<file path="src/sps_pkg.sv">
// shared types and constants for the stroke point smoother
// codes for item modes, register indexes, sequencer states and the config struct
// no dependencies
package sps_pkg;

    localparam int MODE_W     = 2;
    localparam int WLEN_W     = 4;
    localparam int APB_ADDR_W = 3;
    localparam int APB_DATA_W = 32;
    localparam int REG_SEL_BIT = 2;

    localparam logic              SMOOTH_RESET = 1'b1;
    localparam logic [WLEN_W-1:0] WLEN_RESET   = 4'd4;

    typedef enum logic [MODE_W-1:0] {
        MODE_PEN_DOWN = 2'd0,
        MODE_SAMPLE   = 2'd1,
        MODE_PEN_UP   = 2'd2,
        MODE_CLEAR    = 2'd3
    } mode_t;

    typedef enum logic {
        REG_SMOOTH = 1'b0,
        REG_WLEN   = 1'b1
    } reg_idx_t;

    typedef enum logic [2:0] {
        S_IDLE,
        S_DROP_RD,
        S_DROP_SUB,
        S_PUSH,
        S_DIV_GO,
        S_DIV_WAIT,
        S_EMIT
    } state_t;

    // what the shared drop and mean steps are doing for the current item
    typedef enum logic [1:0] {
        CTX_PRE,
        CTX_POST,
        CTX_DRAIN
    } ctx_t;

    typedef struct packed {
        logic              smooth_en;
        logic [WLEN_W-1:0] wlen;
    } cfg_t;

endpackage

</file>
<file path="src/sps_ram.sv">
// generic single write port, single read port ram with registered read
// no dependencies
module sps_ram #(
    parameter int WIDTH = 24,
    parameter int DEPTH = 16
) (
    input  logic                     clk,
    input  logic                     we,
    input  logic [$clog2(DEPTH)-1:0] waddr,
    input  logic [WIDTH-1:0]         wdata,
    input  logic                     re,
    input  logic [$clog2(DEPTH)-1:0] raddr,
    output logic [WIDTH-1:0]         rdata
);

    logic [WIDTH-1:0] mem_reg [DEPTH];
    logic [WIDTH-1:0] rdata_reg;

    always_ff @(posedge clk)
    begin
        if (we)
        begin
            mem_reg[waddr] <= wdata;
        end
        if (re)
        begin
            rdata_reg <= mem_reg[raddr];
        end
    end

    assign rdata = rdata_reg;

endmodule

</file>
<file path="src/sps_regs.sv">
// apb configuration registers: smoothing enable and window length
// depends on sps_pkg
module sps_regs import sps_pkg::*; (
    input  logic                  clk,
    input  logic                  rst_n,
    input  logic                  psel,
    input  logic                  penable,
    input  logic                  pwrite,
    input  logic [APB_ADDR_W-1:0] paddr,
    input  logic [APB_DATA_W-1:0] pwdata,
    output logic [APB_DATA_W-1:0] prdata,
    output logic                  pready,
    output cfg_t                  cfg
);

    logic              smooth_reg;
    logic [WLEN_W-1:0] wlen_reg;
    logic              wr_en;
    reg_idx_t          sel;

    assign pready = 1'b1;
    assign wr_en  = psel && penable && pwrite;
    assign sel    = reg_idx_t'(paddr[REG_SEL_BIT]);

    always_ff @(posedge clk or negedge rst_n)
    begin
        if (!rst_n)
        begin
            smooth_reg <= SMOOTH_RESET;
            wlen_reg   <= WLEN_RESET;
        end
        else if (wr_en)
        begin
            unique case (sel)
                REG_SMOOTH: smooth_reg <= pwdata[0];
                REG_WLEN:   wlen_reg   <= pwdata[WLEN_W-1:0];
                default:    ;
            endcase
        end
    end

    always_comb
    begin
        unique case (sel)
            REG_SMOOTH: prdata = APB_DATA_W'(smooth_reg);
            REG_WLEN:   prdata = APB_DATA_W'(wlen_reg);
            default:    prdata = '0;
        endcase
    end

    assign cfg.smooth_en = smooth_reg;
    assign cfg.wlen      = wlen_reg;

endmodule

</file>
<file path="src/sps_div.sv">
// bit-serial restoring divider, two lanes sharing one divisor
// one quotient bit per lane each cycle; depends on sps_pkg
module sps_div import sps_pkg::*; #(
    parameter int NUM_W = 25,
    parameter int DEN_W = 5,
    parameter int Q_W   = 20
) (
    input  logic             clk,
    input  logic             rst_n,
    input  logic             start,
    input  logic [NUM_W-1:0] num_x,
    input  logic [NUM_W-1:0] num_y,
    input  logic [DEN_W-1:0] den,
    output logic             done,
    output logic [Q_W-1:0]   quo_x,
    output logic [Q_W-1:0]   quo_y
);

    localparam int CYC_W = $clog2(NUM_W + 1);

    logic             run_reg, run_next;
    logic             done_reg, done_next;
    logic [CYC_W-1:0] cyc_reg, cyc_next;
    logic [NUM_W-1:0] q_reg [2];
    logic [NUM_W-1:0] q_next [2];
    logic [DEN_W-1:0] rem_reg [2];
    logic [DEN_W-1:0] rem_next [2];
    logic [DEN_W:0]   trial [2];

    always_comb
    begin
        run_next  = run_reg;
        done_next = 1'b0;
        cyc_next  = cyc_reg;
        for (int i = 0; i < 2; i++)
        begin
            q_next[i]   = q_reg[i];
            rem_next[i] = rem_reg[i];
            trial[i]    = {rem_reg[i], q_reg[i][NUM_W-1]};
        end
        if (start)
        begin
            run_next  = 1'b1;
            cyc_next  = CYC_W'(NUM_W);
            q_next[0] = num_x;
            q_next[1] = num_y;
            rem_next[0] = '0;
            rem_next[1] = '0;
        end
        else if (run_reg)
        begin
            for (int i = 0; i < 2; i++)
            begin
                if (trial[i] >= {1'b0, den})
                begin
                    rem_next[i] = DEN_W'(trial[i] - {1'b0, den});
                    q_next[i]   = {q_reg[i][NUM_W-2:0], 1'b1};
                end
                else
                begin
                    rem_next[i] = trial[i][DEN_W-1:0];
                    q_next[i]   = {q_reg[i][NUM_W-2:0], 1'b0};
                end
            end
            cyc_next = cyc_reg - CYC_W'(1);
            if (cyc_reg == CYC_W'(1))
            begin
                run_next  = 1'b0;
                done_next = 1'b1;
            end
        end
    end

    always_ff @(posedge clk or negedge rst_n)
    begin
        if (!rst_n)
        begin
            run_reg  <= 1'b0;
            done_reg <= 1'b0;
            cyc_reg  <= '0;
        end
        else
        begin
            run_reg  <= run_next;
            done_reg <= done_next;
            cyc_reg  <= cyc_next;
        end
    end

    always_ff @(posedge clk)
    begin
        for (int i = 0; i < 2; i++)
        begin
            q_reg[i]   <= q_next[i];
            rem_reg[i] <= rem_next[i];
        end
    end

    assign done  = done_reg;
    assign quo_x = q_reg[0][Q_W-1:0];
    assign quo_y = q_reg[1][Q_W-1:0];

endmodule

</file>
<file path="src/stroke_point_smoother.sv">
// stroke point smoother: windowed mean of pen samples, one segment item per emitted point.
// NUM_W = COORD_BITS+FRAC_BITS+clog2(WINDOW_DEPTH+1) is the divider numerator width. a smoothed
// sample is pushed and divided, with the oldest sample dropped first when the window is full,
// and its result loaded from the emit state; input is ready in the cycle after that load.
// pen up drains the window, emitting a mean and dropping the oldest sample until it is empty;
// a raw sample loads from the emit state; a stalled result holds the sequencer. reset clears
// counters, sums, previous point, returns config to defaults; the sample ram is not cleared,
// only written entries are read. depends on sps_pkg, sps_ram, sps_div, sps_regs
module stroke_point_smoother import sps_pkg::*; #(
    parameter int WINDOW_DEPTH = 16,
    parameter int COORD_BITS   = 12,
    parameter int FRAC_BITS    = 8,
    localparam int FIX_W       = COORD_BITS + FRAC_BITS,
    localparam int IN_DATA_W   = ((2 * COORD_BITS + 7) / 8) * 8,
    localparam int OUT_DATA_W  = ((4 * FIX_W + 7) / 8) * 8
) (
    input  logic                  clk,
    input  logic                  rst_n,
    input  logic                  s_axis_tvalid,
    output logic                  s_axis_tready,
    input  logic [IN_DATA_W-1:0]  s_axis_tdata,   // pos_x, pos_y
    input  logic [MODE_W-1:0]     s_axis_tuser,   // mode
    output logic                  m_axis_tvalid,
    input  logic                  m_axis_tready,
    output logic [OUT_DATA_W-1:0] m_axis_tdata,   // from_x, from_y, to_x, to_y
    output logic [0:0]            m_axis_tuser,   // segment_valid
    output logic                  m_axis_tlast,
    input  logic                  psel,
    input  logic                  penable,
    input  logic                  pwrite,
    input  logic [APB_ADDR_W-1:0] paddr,
    input  logic [APB_DATA_W-1:0] pwdata,
    output logic [APB_DATA_W-1:0] prdata,
    output logic                  pready
);

    localparam int IDX_W  = $clog2(WINDOW_DEPTH);
    localparam int CNT_W  = $clog2(WINDOW_DEPTH + 1);
    localparam int SUM_W  = COORD_BITS + CNT_W;
    localparam int NUM_W  = SUM_W + FRAC_BITS;
    localparam int SLOT_W = CNT_W + 1;
    localparam int CMP_W  = (CNT_W > WLEN_W) ? CNT_W : WLEN_W;
    localparam int RAM_W  = 2 * COORD_BITS;

    cfg_t cfg;

    state_t state_reg, state_next;
    ctx_t   ctx_reg, ctx_next;

    logic [CNT_W-1:0]      count_reg, count_next;
    logic [IDX_W-1:0]      head_reg, head_next;
    logic [SUM_W-1:0]      sum_x_reg, sum_x_next, sum_y_reg, sum_y_next;
    logic [FIX_W-1:0]      prev_x_reg, prev_x_next, prev_y_reg, prev_y_next;
    logic                  have_prev_reg, have_prev_next;
    logic                  pen_down_reg, pen_down_next;
    logic [FIX_W-1:0]      mean_x_reg, mean_x_next, mean_y_reg, mean_y_next;
    logic [COORD_BITS-1:0] x_hold_reg, x_hold_next, y_hold_reg, y_hold_next;
    logic                  out_valid_reg, out_valid_next;
    logic [4*FIX_W-1:0]    out_data_reg, out_data_next;
    logic                  out_seg_reg, out_seg_next;
    logic                  out_last_reg, out_last_next;

    mode_t                 mode;
    logic [COORD_BITS-1:0] pos_x, pos_y;
    logic                  in_acc, out_free, dup, full, over, last_in_win;
    logic                  emit_load, ram_we, ram_re, div_start, div_done;
    logic [SLOT_W-1:0]     slot_sum, slot;
    logic [IDX_W-1:0]      ram_waddr, head_inc;
    logic [RAM_W-1:0]      ram_rdata;
    logic [FIX_W-1:0]      quo_x, quo_y, from_x, from_y;
    logic [COORD_BITS-1:0] old_x, old_y;

    sps_regs u_regs (
        .clk     (clk),
        .rst_n   (rst_n),
        .psel    (psel),
        .penable (penable),
        .pwrite  (pwrite),
        .paddr   (paddr),
        .pwdata  (pwdata),
        .prdata  (prdata),
        .pready  (pready),
        .cfg     (cfg)
    );

    sps_ram #(
        .WIDTH (RAM_W),
        .DEPTH (WINDOW_DEPTH)
    ) u_window (
        .clk   (clk),
        .we    (ram_we),
        .waddr (ram_waddr),
        .wdata ({y_hold_reg, x_hold_reg}),
        .re    (ram_re),
        .raddr (head_reg),
        .rdata (ram_rdata)
    );

    sps_div #(
        .NUM_W (NUM_W),
        .DEN_W (CNT_W),
        .Q_W   (FIX_W)
    ) u_div (
        .clk   (clk),
        .rst_n (rst_n),
        .start (div_start),
        .num_x (NUM_W'(sum_x_reg) << FRAC_BITS),
        .num_y (NUM_W'(sum_y_reg) << FRAC_BITS),
        .den   (count_reg),
        .done  (div_done),
        .quo_x (quo_x),
        .quo_y (quo_y)
    );

    assign mode  = mode_t'(s_axis_tuser);
    assign pos_x = s_axis_tdata[COORD_BITS-1:0];
    assign pos_y = s_axis_tdata[2*COORD_BITS-1:COORD_BITS];

    assign s_axis_tready = (state_reg == S_IDLE);
    assign in_acc        = s_axis_tvalid && s_axis_tready;
    assign out_free      = !out_valid_reg || m_axis_tready;
    assign dup           = have_prev_reg && (mean_x_reg == prev_x_reg)
                           && (mean_y_reg == prev_y_reg);
    assign full          = (count_reg == CNT_W'(WINDOW_DEPTH));
    assign over          = CMP_W'(count_reg) > CMP_W'(cfg.wlen);
    assign last_in_win   = (count_reg == CNT_W'(1));

    // circular slot after the newest sample
    assign slot_sum  = SLOT_W'(head_reg) + SLOT_W'(count_reg);
    assign slot      = (slot_sum >= SLOT_W'(WINDOW_DEPTH)) ?
                       slot_sum - SLOT_W'(WINDOW_DEPTH) : slot_sum;
    assign ram_waddr = slot[IDX_W-1:0];
    assign head_inc  = (head_reg == IDX_W'(WINDOW_DEPTH - 1)) ? '0 : head_reg + IDX_W'(1);

    assign old_x  = ram_rdata[COORD_BITS-1:0];
    assign old_y  = ram_rdata[RAM_W-1:COORD_BITS];
    assign from_x = have_prev_reg ? prev_x_reg : '0;
    assign from_y = have_prev_reg ? prev_y_reg : '0;

    // next state
    always_comb
    begin
        state_next = state_reg;
        unique case (state_reg)
            S_IDLE:
            begin
                if (in_acc)
                begin
                    unique case (mode)
                        MODE_SAMPLE:
                        begin
                            if (!pen_down_reg)
                                state_next = S_IDLE;
                            else if (!cfg.smooth_en)
                                state_next = S_EMIT;
                            else if (full)
                                state_next = S_DROP_RD;
                            else
                                state_next = S_PUSH;
                        end
                        MODE_PEN_UP:
                        begin
                            if (cfg.smooth_en && (count_reg != '0))
                                state_next = S_DIV_GO;
                        end
                        default: state_next = S_IDLE;
                    endcase
                end
            end
            S_DROP_RD:  state_next = S_DROP_SUB;
            S_DROP_SUB:
            begin
                unique case (ctx_reg)
                    CTX_PRE:   state_next = S_PUSH;
                    CTX_POST:  state_next = S_EMIT;
                    CTX_DRAIN: state_next = last_in_win ? S_IDLE : S_DIV_GO;
                    default:   state_next = S_IDLE;
                endcase
            end
            S_PUSH:     state_next = S_DIV_GO;
            S_DIV_GO:   state_next = S_DIV_WAIT;
            S_DIV_WAIT:
            begin
                if (div_done)
                    state_next = ((ctx_reg == CTX_POST) && over) ? S_DROP_RD : S_EMIT;
            end
            S_EMIT:
            begin
                if ((ctx_reg != CTX_DRAIN) && dup)
                    state_next = S_IDLE;
                else if (out_free)
                    state_next = (ctx_reg == CTX_DRAIN) ? S_DROP_RD : S_IDLE;
            end
            default:    state_next = S_IDLE;
        endcase
    end

    // sequencer outputs
    always_comb
    begin
        ram_re    = (state_reg == S_DROP_RD);
        ram_we    = (state_reg == S_PUSH);
        div_start = (state_reg == S_DIV_GO);
        emit_load = (state_reg == S_EMIT) && out_free
                    && !((ctx_reg != CTX_DRAIN) && dup);
    end

    // datapath
    always_comb
    begin
        ctx_next       = ctx_reg;
        count_next     = count_reg;
        head_next      = head_reg;
        sum_x_next     = sum_x_reg;
        sum_y_next     = sum_y_reg;
        prev_x_next    = prev_x_reg;
        prev_y_next    = prev_y_reg;
        have_prev_next = have_prev_reg;
        pen_down_next  = pen_down_reg;
        mean_x_next    = mean_x_reg;
        mean_y_next    = mean_y_reg;
        x_hold_next    = x_hold_reg;
        y_hold_next    = y_hold_reg;
        out_data_next  = out_data_reg;
        out_seg_next   = out_seg_reg;
        out_last_next  = out_last_reg;
        out_valid_next = m_axis_tready ? 1'b0 : out_valid_reg;

        if (in_acc)
        begin
            x_hold_next = pos_x;
            y_hold_next = pos_y;
            mean_x_next = FIX_W'(pos_x) << FRAC_BITS;
            mean_y_next = FIX_W'(pos_y) << FRAC_BITS;
            unique case (mode)
                MODE_PEN_DOWN:
                begin
                    pen_down_next = 1'b1;
                end
                MODE_SAMPLE:
                begin
                    ctx_next = (cfg.smooth_en && full) ? CTX_PRE : CTX_POST;
                end
                MODE_PEN_UP:
                begin
                    ctx_next = CTX_DRAIN;
                    if (!(cfg.smooth_en && (count_reg != '0)))
                    begin
                        prev_x_next    = '0;
                        prev_y_next    = '0;
                        have_prev_next = 1'b0;
                        pen_down_next  = 1'b0;
                    end
                end
                MODE_CLEAR:
                begin
                    count_next     = '0;
                    head_next      = '0;
                    sum_x_next     = '0;
                    sum_y_next     = '0;
                    prev_x_next    = '0;
                    prev_y_next    = '0;
                    have_prev_next = 1'b0;
                    pen_down_next  = 1'b0;
                end
                default: ;
            endcase
        end

        if (state_reg == S_DROP_SUB)
        begin
            sum_x_next = sum_x_reg - SUM_W'(old_x);
            sum_y_next = sum_y_reg - SUM_W'(old_y);
            head_next  = head_inc;
            count_next = count_reg - CNT_W'(1);
            if (ctx_reg == CTX_PRE)
                ctx_next = CTX_POST;
            // end of stroke once the drain empties the window
            if ((ctx_reg == CTX_DRAIN) && last_in_win)
            begin
                prev_x_next    = '0;
                prev_y_next    = '0;
                have_prev_next = 1'b0;
                pen_down_next  = 1'b0;
            end
        end

        if (state_reg == S_PUSH)
        begin
            sum_x_next = sum_x_reg + SUM_W'(x_hold_reg);
            sum_y_next = sum_y_reg + SUM_W'(y_hold_reg);
            count_next = count_reg + CNT_W'(1);
        end

        if ((state_reg == S_DIV_WAIT) && div_done)
        begin
            mean_x_next = quo_x;
            mean_y_next = quo_y;
        end

        if (emit_load)
        begin
            out_valid_next = 1'b1;
            out_data_next  = {mean_y_reg, mean_x_reg, from_y, from_x};
            out_seg_next   = have_prev_reg;
            out_last_next  = (ctx_reg != CTX_DRAIN) || last_in_win;
            prev_x_next    = mean_x_reg;
            prev_y_next    = mean_y_reg;
            have_prev_next = 1'b1;
        end
    end

    always_ff @(posedge clk or negedge rst_n)
    begin
        if (!rst_n)
        begin
            state_reg     <= S_IDLE;
            ctx_reg       <= CTX_POST;
            count_reg     <= '0;
            head_reg      <= '0;
            sum_x_reg     <= '0;
            sum_y_reg     <= '0;
            prev_x_reg    <= '0;
            prev_y_reg    <= '0;
            have_prev_reg <= 1'b0;
            pen_down_reg  <= 1'b0;
            out_valid_reg <= 1'b0;
        end
        else
        begin
            state_reg     <= state_next;
            ctx_reg       <= ctx_next;
            count_reg     <= count_next;
            head_reg      <= head_next;
            sum_x_reg     <= sum_x_next;
            sum_y_reg     <= sum_y_next;
            prev_x_reg    <= prev_x_next;
            prev_y_reg    <= prev_y_next;
            have_prev_reg <= have_prev_next;
            pen_down_reg  <= pen_down_next;
            out_valid_reg <= out_valid_next;
        end
    end

    always_ff @(posedge clk)
    begin
        mean_x_reg   <= mean_x_next;
        mean_y_reg   <= mean_y_next;
        x_hold_reg   <= x_hold_next;
        y_hold_reg   <= y_hold_next;
        out_data_reg <= out_data_next;
        out_seg_reg  <= out_seg_next;
        out_last_reg <= out_last_next;
    end

    assign m_axis_tvalid   = out_valid_reg;
    assign m_axis_tdata    = OUT_DATA_W'(out_data_reg);
    assign m_axis_tuser[0] = out_seg_reg;
    assign m_axis_tlast    = out_last_reg;

endmodule
</file>
<file path="config.mk">
export PLATFORM = sky130hd
export DESIGN_NAME = stroke_point_smoother
export DESIGN_NICKNAME = d
export VERILOG_FILES = /design/src/sps_pkg.sv /design/src/sps_ram.sv /design/src/sps_regs.sv /design/src/sps_div.sv /design/src/stroke_point_smoother.sv
export SDC_FILE = /design/constraint.sdc
export NUM_CORES = 1
export LEC_CHECK = 0
export ABC_CLOCK_PERIOD_IN_PS = 3500
export CAP_MARGIN = 0
export CORE_MARGIN = 1
export CORE_UTILIZATION = 58
export CTS_CLUSTER_DIAMETER = 60
export DETAILED_ROUTE_END_ITERATION = 16
export DONT_BUFFER_PORTS = 1
export PLACE_DENSITY = 0.76
export SLEW_MARGIN = 10
export SYNTH_ARGS = -nofsm -noshare
export SYNTH_HDL_FRONTEND = slang
export SYNTH_HIERARCHICAL = 1
export SYNTH_SLANG_ARGS = --single-unit
</file>
<file path="constraint.sdc">
create_clock -name clk -period 3.5 [get_ports clk]
set_input_delay 0.175 -clock clk [delete_from_list [all_inputs] [get_ports clk]]
set_output_delay 0.175 -clock clk [all_outputs]
set_load 0.01 [all_outputs]
</file>
==> out/metrics.cfg, run 1 <==
[floorplanning]
start_util_pct = 58.9
ioPinCount = 185
fp.dieH_um = 237
chipWidth_um = 237
core_region_area_um2 = 54100
dieArea_um2 = 55900
rows = 85

[worst_setup_path]
worstPathRequired_ns = 3.96
crit_type = register to register
crit_path_end_kind = register
cp.arrival_ns = 3.50
critPathMaxFanout = 18
crit_end = sum_y_reg[16]
reg2reg_depth = 8
reg2reg_slack_ns = 0.46
cp-startpoint = y_hold_reg[1]
start_kind = register
reg2reg_to = sum_y_reg[16]
r2r-start = y_hold_reg[1]

[cells_and_area]
drive_gt1_share_pct = 16.7
final_nets = 2368
fillers = 3679
synthToLayoutAreaGrowth_pct = 11.0
largest_reg_flops = 384
instances_no_fill = 2975

[timing]
fin_crit_ns = 3.04
tns_ns = 0
period_share_pct = 86.9
worst_pin_slew_ns = 1.17
setup_violations = 0
maxSlewViolCount = 0
final.setup_skew_ns = 0.0222
slew_headroom_pct = 21.7
hold_viol_final = 0
fmax_ghz = 0.329
rsz0062_at_grt = no

[route]
vias = 18268
wl_per_cell_um = 24.1
drt_iter0_drc = 1883
wirelength_um = 71600
drc_errors = 0
first_pass_iters = 6
ant_nets = 0
via_per_inst = 6.14

[synth]
synth.avg_cell_area_um2 = 14.8
yosys.area.top_type_share_pct = 56.8
ys_dominant_reg_cell = edfxtp_1
ys_ff_latch = 717
synth_area_um2 = 31900
synth_seq_area_share_pct = 65.6
yosysMostFrequentCell = edfxtp_1
synth_edf_count = 604
yosysTopAreaCell = edfxtp_1
netlist_instances = 2156
async_reset_ff_share_pct = 14.4
synth.distinct_cells = 85
synthTopCellsByArea = edfxtp_1 (57%), dfrtp_1 (7.8%), mux4_2 (6.8%)
ys_warn_count = 6
yosys-top-cells-count = edfxtp_1 (604), nand2_1 (216), inv_1 (105)

[clock_network]
cts_tree = done
cts_buffer_depth = 3
cts-root-buf = clkbuf_16
cts_max_level = 3
postCtsSetupBuffers = 0
clk_pin_slew_ns = 0.06
cts_num_sinks = 717
clk_latency_ns = 0.62
numCtsBuffers = 73
cts_resized = 0

[outcome]
status = complete, no violations

[power_and_ir_drop]
irDropWorstVdd_mv = 0.302
leakage_nw = 13.1
p_per_area_nw_per_um2 = 482

[global_routing]
grt_pass1_vias = 18298
grt_pass1_wl_um = 109000
antenna_found_initial = 2
gr-total-overflow = 0
grt_max_degree = 104
grt_usage_pct = 26.0

[place]
dp_hpwl_um = 44800
dp_cells = 2798
port_buffers = 0
place_congestion = 0.891

[job]
max-cap-violations = 0

[min_path]
min_path_type = primary input to register

-- worst min path at each step --
stage,from,to,slack (ns),cells past startpoint
after floorplan,rst_n,count_reg[0],-0.12,0
after global placement,rst_n,prev_x_reg[4],-0.12,0
after detailed placement,rst_n,prev_x_reg[4],-0.12,0
after CTS,s_axis_tuser[0],ctx_reg[0],0.01,3
after global routing,s_axis_tvalid,state_reg[0],0.06,3
final,s_axis_tuser[0],ctx_reg[0],0.04,3
-- per-stage QoR --
stage                     total power [mW]  util, %  hold slack [ns]  setup slack [ns]  cell area, um2
after floorplan                       9.45        -           -0.121             0.129           32100
after global placement                9.45     60.3           -0.118             0.564           32600
after detailed placement              9.45     60.3           -0.118             0.501           32600
after CTS                             17.2     65.4           0.0125             0.475           35400
after global routing                  17.5     65.4           0.0620             0.218           35400
final                                 17.1     65.4           0.0433             0.458           35400
-- worst max-delay path, stage by stage (launching register included) --
cell and delay [ns]:
edfxtp_1 0.69, fa_1 0.57, a211oi_1 0.22, nor2_1 0.14, a2111oi_0 0.68, nor2_1 0.23
mux2i_1 0.17, nand2_1 0.08, o311ai_0 0.12
-- cell usage in the layout, fill, tap and decap left out, types with 20 or more instances in the layout --
cell and count:
nor3_1 24, mux2i_1 50, nand3_1 20, edfxtp_1 604, buf_4 58, and2_1 61
o21ai_0 64, xor2_1 25, inv_1 103, xnor2_1 60, ha_1 76, nand2_1 215
mux4_2 96, nor2_1 52, dfrtp_1 98, conb_1 45, a22oi_1 58, a21o_1 21
clkbuf_16 74, mux2_2 57, a21oi_1 57, dlygate4sd3_1 39
-- routing by layer --
| layer | up-vias | GRT usage (%) | share of wire [%] |
|---|---|---|---|
| li1 | 8143 | - | - |
| met1 | 9248 | 34.4 | 40 |
| met2 | 748 | 43.7 | 50 |
| met3 | 129 | 4.31 | 6.8 |
| met4 | 0 | 9.19 | 2.7 |
| met5 | - | 0 | 0 |
-- repair_timing --
item                       in CTS  in global routing
hold buffers                   40                  0
hold endpoints to repair      163                  0
setup endpoints to repair       0                  0
-- cells by family (layout without fill, tap and decap cells) --
logic type | after synthesis | in the layout | synth area share (%)
xor gates and xnor gates | 85 | 85 | 2.33
and+or+nand+nor | 495 | 495 | 7.55
AOI/OAI and AO/OA | 307 | 307 | 6.55
DFF | 717 | 717 | 65.6
other | 3 | 49 | 0.0353
adders and majority gates | 83 | 83 | 3.42
muxes | 203 | 203 | 10.4
buffers and inverters | 263 | 340 | 4.19
-- power breakdown --
group	internal [mW]	switching [mW]	leakage, nW
Combinational	0.0769	0.107	5.49
Clock	4.46	3.24	1.15
Sequential	9.16	0.0175	6.46
Total	13.7	3.37	13.1
-- area by class of cell --
cell class | instances | area, um2 | share of cell area (%)
clock buffers | 93 | 1970 | 5.57
diodes | 4 | 10.0 | 0.0283
multi-input cells | 1218 | 9920 | 28.0
clock inverters | 40 | 390 | 1.10
flip-flops and latches | 717 | 20900 | 59.1
well taps | 696 | 871 | 2.46
repair buffers | 102 | 933 | 2.64
inverters | 105 | 395 | 1.12
No activity file was read; power rests on OpenSTA's default activity.
==> run 2: changes to the inputs <==
Settings changed: ABC_CLOCK_PERIOD_IN_PS 3500 to 2600, CORE_UTILIZATION 58 to 25, PLACE_DENSITY 0.76 to default.
Clock period 3.5 ns to 2.6 ns, I/O delays scaled along.
==> run 2 against run 1 <==
Net effect:
- final cell count rose by 35%
- first-iteration DRC count is 18% lower
- power increased by 42%
- combinational power increased by 53%
- flip-flop and latch count is the same
- worst hold slack better by 0.0076 ns
- global-route usage down 14 points
- wire length increased by 8.6%
- critical endpoint is now u_window/mem_reg[1][23]
==> out/metrics.cfg, run 2 (same netlist as run 1, synthesis figures left out) <==
[outcome]
status = complete, no violations

[timing]
setup_slack_ns = 0.0759
tns_ns = 0
hold_viol_final = 0
fmax_ghz = 0.396
worst_pin_slew_ns = 0.811
final.setup_skew_ns = 0.0445
rsz0062_at_grt = yes
period_share_pct = 97.1
setup_violations = 0
maxSlewViolCount = 0
slew_headroom_pct = 45.9
fin_crit_ns = 2.52

[worst_setup_path]
path_common_cell = buf_4
critPathMaxFanout = 7
crit_path_end_kind = register
cp_cell_sequence = ha_1 > a21o_1 > a21oi_2 > xnor2_2 > or3b_4 > buf_4 > nor2_4 > buf_4
path_delay_family = simple AND/OR/NAND/NOR gates
start_kind = register
worstPathRequired_ns = 2.93
crit_type = register to register
cp.arrival_ns = 2.86
cp_slowest_cell = dfrtp_4
slowest_delay_ns = 0.50
critPathBufInv = 2

[place]
dp_hpwl_um = 52000
place_congestion = 0.844
dp_slack_ns = -0.0160
port_buffers = 0

[min_path]
min_path_type = primary input to register

[global_routing]
grt_max_degree = 104
grt_pass1_vias = 18204
gr-total-overflow = 0
antenna_found_initial = 12
grt_pass1_wl_um = 117000
grt_usage_pct = 11.9

[floorplanning]
fp.dieH_um = 359
chipWidth_um = 359
start_util_pct = 25.3
ioPinCount = 185
dieArea_um2 = 129000
rows = 130
core_region_area_um2 = 126000

[route]
wl_per_cell_um = 19.3
drt_iter0_drc = 1548
first_pass_iters = 5
wirelength_um = 77800
ant_nets = 0
via_per_inst = 4.50
drc_errors = 0
vias = 18100

[cells_and_area]
final_nets = 2449
fillers = 12370
layout_commonest_cell = edfxtp_1
largest_reg_flops = 384
layout_common_cells = edfxtp_1 (604), nand2_1 (215), buf_4 (108)
synthToLayoutAreaGrowth_pct = 18.9
drive_gt1_share_pct = 20.9

[clock_network]
clk_latency_ns = 0.65
cts_buffer_depth = 3
clk_pin_slew_ns = 0.06
cts_tree = done
cts_max_level = 3
cts-root-buf = clkbuf_16
numCtsBuffers = 83
cts_num_sinks = 717

[power_and_ir_drop]
p_per_area_nw_per_um2 = 640
irDropWorstVdd_mv = 0.408
leakage_nw = 13.7

[job]
max-cap-violations = 0

[run 2: cell types whose count changed in the layout (fill, tap and decap cells not counted), sizes merged]
| cell | previous run | this run |
|---|---|---|
| clkbuf | 93 | 98 |
| clkinvlp | 3 | 6 |
| bufinv | 6 | 7 |
| clkinv | 25 | 34 |
| inv | 111 | 114 |
| buf | 63 | 133 |
| dlygate4sd3 | 39 | 40 |
[run 2: repair_timing]
item                                    4_1_cts  5_1_grt
pin swaps                                     1        6
hold endpoints to repair                    165        0
resized for setup                             3       15
hold buffers                                 41        0
endpoints found under the setup margin       18      175
setup buffers                                 0        2
[run 2: per-stage QoR]
stage,util (%),cell area (um2),hold WS (ns),total power [mW],std cells
after global routing,30.1,37900,0.0977,25.0,4018
after global placement,27.5,34600,-0.161,12.7,3820
after floorplan,-,32200,-0.166,12.7,2198
final,30.1,37900,0.0509,24.3,4021
after detailed placement,27.5,34600,-0.161,12.7,3820
after CTS,30.0,37900,0.00476,24.5,4015
[run 2: final timing paths]
check / slack (ns) / cells after the start / startpoint / to
worst min-delay path: 0.05 / 6 / s_axis_tvalid / sum_x_reg[13]
worst max-delay path: 0.08 / 8 / head_reg[1] / u_window/mem_reg[1][23]
max in group asynchronous: 1.92 / 2 / rst_n / count_reg[1]
min in group asynchronous: 0.15 / 2 / rst_n / sum_x_reg[7]
worst min register to register: 0.48 / 1 / u_div/rem_reg[0][9] / u_div/rem_reg[0][9]
worst max register to register: 0.08 / 8 / head_reg[1] / u_window/mem_reg[1][23]
[run 2: per-layer routing]
metal	vias up	GRT usage, %	wire length, um
li1	8309	-	-
met1	9127	16.8	36000
met2	561	18.5	35100
met3	99	2.42	4900
met4	4	3.32	1770
met5	-	0	27
[run 2: area by class of cell]
cell class | count | area (um2) | share of cell area [%]
inverter | 105 | 402 | 1.06
antenna | 4 | 10.0 | 0.0264
clock inverter | 56 | 617 | 1.63
tap | 1650 | 2060 | 5.44
multi-input combinational | 1218 | 10000 | 26.5
clock buffer | 98 | 2150 | 5.68
timing repair buffer | 173 | 1720 | 4.53
sequential | 717 | 20900 | 55.2
[run 2: report_power, final]
| part | internal [mW] | total, mW | switching [mW] |
|---|---|---|---|
| registers | 12.3 | 12.4 | 0.0194 |
| clock network | 6.76 | 11.6 | 4.87 |
| logic | 0.108 | 0.280 | 0.171 |
| total | 19.2 | 24.3 | 5.06 |
[run 2: worst reg2reg max path: stages (launching register included)]
cell,delay [ns]
dfrtp_4,0.50
ha_1,0.29
a21o_1,0.16
a21oi_2,0.16
xnor2_2,0.14
or3b_4,0.46
buf_4,0.18
nor2_4,0.12
buf_4,0.20
